<file path="src/rtl/tctr_pkg.sv">
`timescale 1ns / 1ps
package tctr_pkg;

    localparam int unsigned CMD_W    = 3;
    localparam int unsigned STATUS_W = 3;
    localparam int unsigned FILL_W   = 2;
    localparam int unsigned XY_W     = 16;
    localparam int unsigned SLOT_W   = 6;
    localparam int unsigned COUNT_W  = 7;
    localparam int unsigned STAMP_W  = 32;
    localparam int unsigned CFG_IDX_W  = 2;
    localparam int unsigned CFG_DATA_W = 16;

    // Table geometry, tied to the slot and count field widths above.
    localparam int unsigned NUM_SLOTS  = 64;
    localparam int unsigned COORD_BITS = XY_W;

    // Command codes.
    localparam logic [CMD_W-1:0] CMD_ACQUIRE  = 3'd0;
    localparam logic [CMD_W-1:0] CMD_RELEASE  = 3'd1;
    localparam logic [CMD_W-1:0] CMD_START    = 3'd2;
    localparam logic [CMD_W-1:0] CMD_FILL     = 3'd3;
    localparam logic [CMD_W-1:0] CMD_MINIMISE = 3'd4;

    // Status codes.
    localparam logic [STATUS_W-1:0] ST_HIT      = 3'd0;
    localparam logic [STATUS_W-1:0] ST_NEW      = 3'd1;
    localparam logic [STATUS_W-1:0] ST_REUSED   = 3'd2;
    localparam logic [STATUS_W-1:0] ST_NOROOM   = 3'd3;
    localparam logic [STATUS_W-1:0] ST_NOTFOUND = 3'd4;
    localparam logic [STATUS_W-1:0] ST_DONE     = 3'd5;

    // Fill states.
    localparam logic [FILL_W-1:0] FILL_DATA = 2'd0;
    localparam logic [FILL_W-1:0] FILL_CALC = 2'd1;
    localparam logic [FILL_W-1:0] FILL_PEND = 2'd2;

    // Configuration register indexes.
    localparam logic [CFG_IDX_W-1:0] CFG_MAX_ENTRIES  = 2'd0;
    localparam logic [CFG_IDX_W-1:0] CFG_POLICY       = 2'd1;
    localparam logic [CFG_IDX_W-1:0] CFG_IMAGE_HEIGHT = 2'd2;

    typedef struct packed {
        logic [CMD_W-1:0] command;
        logic [XY_W-1:0]  tile_x;
        logic [XY_W-1:0]  tile_y;
    } tctr_in_t;

    typedef struct packed {
        logic [STATUS_W-1:0] status;
        logic [SLOT_W-1:0]   slot;
        logic [FILL_W-1:0]   tile_state;
        logic [XY_W-1:0]     evicted_x;
        logic [XY_W-1:0]     evicted_y;
        logic [COUNT_W-1:0]  entries_in_use;
    } tctr_out_t;

    // Datapath operations issued by the controller.
    typedef enum logic [2:0] {
        OP_NONE  = 3'd0,
        OP_SCAN  = 3'd1,
        OP_READ  = 3'd2,
        OP_WRITE = 3'd3,
        OP_START = 3'd4
    } tctr_op_t;

    typedef struct packed {
        tctr_op_t op;
    } tctr_cmd_t;

    typedef struct packed {
        logic scan_done;
        logic rd_valid;
    } tctr_stat_t;

endpackage

</file>
<file path="src/rtl/tctr_ctrl.sv">
`timescale 1ns / 1ps
module tctr_ctrl (
    input  logic                aclk,
    input  logic                aresetn,
    input  logic                s_valid,
    output logic                s_ready,
    output logic                m_valid,
    input  logic                m_ready,
    output tctr_pkg::tctr_cmd_t cmd,
    input  tctr_pkg::tctr_stat_t stat
);
    import tctr_pkg::*;

    typedef enum logic [4:0] {
        S_IDLE  = 5'b00001,
        S_SCAN  = 5'b00010,
        S_READ  = 5'b00100,
        S_WRITE = 5'b01000,
        S_OUT   = 5'b10000
    } state_t;

    state_t state_reg, state_next;

    // Sequence: scan all slots, read the chosen entry, write back, present.
    always_comb begin
        state_next = state_reg;
        cmd.op     = OP_NONE;
        unique case (state_reg)
            S_IDLE: begin
                if (s_valid) begin
                    cmd.op     = OP_START;
                    state_next = S_SCAN;
                end
            end
            S_SCAN: begin
                cmd.op = OP_SCAN;
                if (stat.scan_done) begin
                    state_next = S_READ;
                end
            end
            S_READ: begin
                cmd.op = OP_READ;
                if (stat.rd_valid) begin
                    state_next = S_WRITE;
                end
            end
            S_WRITE: begin
                cmd.op     = OP_WRITE;
                state_next = S_OUT;
            end
            S_OUT: begin
                if (m_ready) begin
                    state_next = S_IDLE;
                end
            end
            default: state_next = S_IDLE;
        endcase
    end

    assign s_ready = (state_reg == S_IDLE);
    assign m_valid = (state_reg == S_OUT);

    always_ff @(posedge aclk) begin
        if (!aresetn) begin
            state_reg <= S_IDLE;
        end else begin
            state_reg <= state_next;
        end
    end

endmodule

</file>
<file path="config.mk">
export PLATFORM = sky130hd
export DESIGN_NAME = tctr_ctrl
export DESIGN_NICKNAME = d
export VERILOG_FILES = /design/src/rtl/tctr_pkg.sv /design/src/rtl/tctr_ctrl.sv
export SDC_FILE = /design/constraint.sdc
export NUM_CORES = 1
export LEC_CHECK = 0
export ABC_AREA = 1
export BUFFER_PORTS_ARGS = -buffer_cell sky130_fd_sc_hd__buf_2
export CAP_MARGIN = 10
export CORE_AREA = 2 2 39 41
export CTS_CLUSTER_DIAMETER = 120
export CTS_CLUSTER_SIZE = 16
export DETAILED_ROUTE_END_ITERATION = 12
export DIE_AREA = 0 0 41 43
export PLACE_DENSITY = 0.55
export SETUP_SLACK_MARGIN = 0.3
export SYNTH_ARGS = -nofsm -noshare
export SYNTH_HDL_FRONTEND = slang
export SYNTH_SLANG_ARGS = --single-unit
</file>
<file path="constraint.sdc">
create_clock -name aclk -period 1.3 [get_ports aclk]
set_input_delay 0 -clock aclk [delete_from_list [all_inputs] [get_ports aclk]]
set_output_delay 0 -clock aclk [all_outputs]
set_load 0.02 [all_outputs]
</file>
==> flow_summary.json <==
{
  "die_x_um": 41,
  "critical_path.reg2reg.startpoint": "state_reg[4]",
  "post_drt_via_cell_ratio": 4.24,
  "timing.final.crit_period_ns": 1.15,
  "drtAntennaViolNets": 0,
  "sequential_power_share_pct": 30.1,
  "post-synth-top-count-cell": "sky130_fd_sc_hd__inv_1",
  "crit_path_max_incr_delay_ns": 0.36,
  "critical_path.cell_chain": "inv_2 -> nor2_2 -> nand3_2 -> nor2_4 -> buf_4",
  "worstSetupStartpointType": "flip-flop",
  "fmax_mhz": 872,
  "number_of_flops_mapped_to_enable_cells_by_yosys": 0,
  "synth.ff_latch_count": 5,
  "die_height_um": 43,
  "detail_route.drc_violations": 0,
  "areaGrowthSynthToFinish_pct": 47.1,
  "final.setup.worst_slack_ns": 0.154,
  "worst_voltage_drop_across_the_vdd_grid_mv": 0.342,
  "synthFlopType": "sky130_fd_sc_hd__dfxtp_1",
  "cpMaxStageDelayCell": "sky130_fd_sc_hd__dfxtp_4",
  "grt_antenna_before_repair": 0,
  "global_route.usage.met3_pct": 3.14,
  "worstHoldEndpoint": "state_reg[2]",
  "power_density_nw_per_um2": 1470,
  "fillCellCount": 154,
  "seq_area_um2": 108,
  "finalSetupViolCount": 0,
  "fin_nets": 75,
  "placement.setup.worst_slack_ns": 0.183,
  "netlist-cell-type-count": 12,
  "dp_hpwl_um": 579,
  "crit_family": "flip-flops",
  "switching_part_of_the_total_power_pct": 39.2,
  "grt.total_usage_pct": 11.3,
  "timing.rr.end": "state_reg[2]",
  "drt_pre_antenna_iters": 4,
  "async_flop_share_pct": 0,
  "internal-power_mw": 0.433,
  "diodes": 0,
  "status": "finished, final reports clean",
  "hp-class": "in -> reg",
  "hold_depth": 3,
  "synthCells": 51,
  "grt.met2_usage_pct": 14.4,
  "starting_density_of_the_core_pct": 23.8,
  "net-switching-power_mw": 0.279,
  "synthesis.yosys.warnings": 0,
  "multi_input_gate_area_um2": 193,
  "timing_worst_slew_pin_value_ns": 0.174,
  "io_pins": 11,
  "largest_net_degree_at_the_start_of_global_routing": 9,
  "use_met1_pct": 13.8,
  "cts_htree_levels": 1,
  "ff2ff_setup_slack_ns": 0.19,
  "grt_pass1_wl_um": 1270,
  "slew_headroom_pct": 88.4,
  "largest_register_ffs": 5,
  "finalSetupTns_ns": 0,
  "syn-num-nets": 57,
  "grt-busiest-layer": "met2",
  "post_route_cells_drive_above_1_share_pct": 50.0,
  "worst-endpoint-arrival_ns": 1.15,
  "critical_path.n_buffers_inverters": 2,
  "post_detailed_routing_wire_length_um": 770,
  "floorplan.die_area_um2": 1760,
  "clock_power_share_pct": 25.2,
  "synth_sequential_area_ratio_pct": 30.4,
  "insertion_delay_ns": 0.24,
  "hold-worst-slack_ns": 0.0258,
  "fp.coreArea_um2": 1380,
  "worstHoldStart": "aresetn",
  "cts-root-to-sink-buffers": 2,
  "power_leakage_nw": 0.266,
  "worst-path-max-fanout": 3,
  "ff2ff_path_depth": 7,
  "route.detailed.wl_per_inst_um": 9.17,
  "hold_viol": 0,
  "crit_path_end_kind": "output pin",
  "vias": 356,
  "cell_area_after_synthesis_um2": 329,
  "synth_top_cell_area_share_pct": 30.4,
  "gp_congestion": 0.793,
  "combinationalPowerShare_pct": 44.7,
  "cap_violations": 0,
  "port_buffers": 10,
  "min_period_over_period_pct": 88.2,
  "skew_ns": 0.00179,
  "cts-root-buf": "sky130_fd_sc_hd__clkbuf_4",
  "site_rows": 14,
  "placed_area_um2": 418,
  "yosysTopAreaCell": "sky130_fd_sc_hd__dfxtp_1",
  "tritoncts": "done",
  "slew_viol_final": 0,
  "clock_sink_count": 5,
  "globalRouteOverflowTotal": 0,
  "via_count_of_the_first_global_routing_pass": 311,
  "netlist_top_cells_area": "sky130_fd_sc_hd__dfxtp_1, sky130_fd_sc_hd__inv_1, sky130_fd_sc_hd__nor2_2",
  "number_of_clock_buffers_inserted_by_tritoncts": 3,
  "timing.setup.critical_path_class": "reg -> out",
  "req_time_crit_path_ns": 1.30,
  "reg_clk_slew_reported_paths_ns": 0.04,
  "synth.top_cells.by_count": "sky130_fd_sc_hd__inv_1, sky130_fd_sc_hd__nand2_1, sky130_fd_sc_hd__nor2_2, sky130_fd_sc_hd__dfxtp_1",
  "initialDrtViolationCount": 5,
  "rsz0062_at_grt": "true",
  "post_synth.cell_area_avg_um2": 6.45,
  "postLayoutCellArea_um2": 484
}
layout by cell type (no fill, tap or decap), types with 3 or more instances in the layout:
cell,instances
sky130_fd_sc_hd__nor2_4,3
sky130_fd_sc_hd__nor2_1,4
sky130_fd_sc_hd__buf_2,5
sky130_fd_sc_hd__nand2_1,9
sky130_fd_sc_hd__nor2_2,5
sky130_fd_sc_hd__dfxtp_2,3
sky130_fd_sc_hd__buf_4,7
sky130_fd_sc_hd__inv_1,10
sky130_fd_sc_hd__nand3_1,3
sky130_fd_sc_hd__inv_2,3
sky130_fd_sc_hd__clkbuf_4,3
sky130_fd_sc_hd__nand4_1,4
kinds of logic (layout without fill, tap and decap cells):
group | after synthesis | after routing | synth area share [%]
AND/OR/NAND/NOR | 31 | 31 | 51.7
AO/OA/AOI/OAI | 2 | 2 | 3.04
flip-flops | 5 | 5 | 30.4
buffers and inverters | 13 | 30 | 14.8
how the worst max path moves through the flow:
| stage | start | endpoint | slack, ns | cells past startpoint |
|---|---|---|---|---|
| floorplan | state_reg[1] | state_reg[0] | 0.27 | 6 |
| global placement | state_reg[2] | state_reg[2] | 0.20 | 7 |
| detailed placement | state_reg[2] | state_reg[2] | 0.18 | 7 |
| CTS | state_reg[0] | cmd[2] | 0.14 | 5 |
| global route | state_reg[1] | cmd[1] | 0.08 | 4 |
| finish | state_reg[0] | cmd[2] | 0.15 | 5 |
layout make-up:
type,count,area share (%)
multi-input cells,33,39.8
flip-flops and latches,5,22.2
repair buffers,13,18.3
inverters,13,10.1
clock buffers,4,5.43
well taps,16,4.13
per-layer routing:
metal / part of all wire, % / routed length (um) / vias to the layer above
li1: - / - / 191
met1: 50 / 383 / 152
met2: 44 / 338 / 10
met3: 3.8 / 29 / 3
met4: 2.6 / 20 / 0
met5: 0 / 0 / -
power groups by stage:
stage               registers [mW]  clock network, mW  logic (mW)
floorplan                    0.212                  0       0.214
global placement             0.215                  0       0.273
detailed placement           0.215                  0       0.277
CTS                          0.214              0.183       0.318
global route                 0.215              0.203       0.352
finish                       0.214              0.179       0.318
worst min-delay path: stages:
cell and delay [ns]:
sky130_fd_sc_hd__buf_2 0.11, sky130_fd_sc_hd__nand2_1 0.08, sky130_fd_sc_hd__nor2_2 0.04
timing repair:
item,in CTS,in global routing
hold endpoints to repair,0,0
endpoints found under the setup margin,9,9
buffers inserted,3,0
hold buffers,0,0
pin swaps,3,3
resized for setup,7,0
per-stage QoR:
| step | power [mW] | instances | util (%) |
|---|---|---|---|
| after global routing | 0.770 | 84 | 35.0 |
| after CTS | 0.715 | 84 | 35.0 |
| after global placement | 0.488 | 77 | 30.2 |
| after floorplan | 0.426 | 51 | - |
| after detailed placement | 0.492 | 77 | 30.2 |
| final | 0.711 | 84 | 35.0 |
No activity file was read; power rests on OpenSTA's default activity.
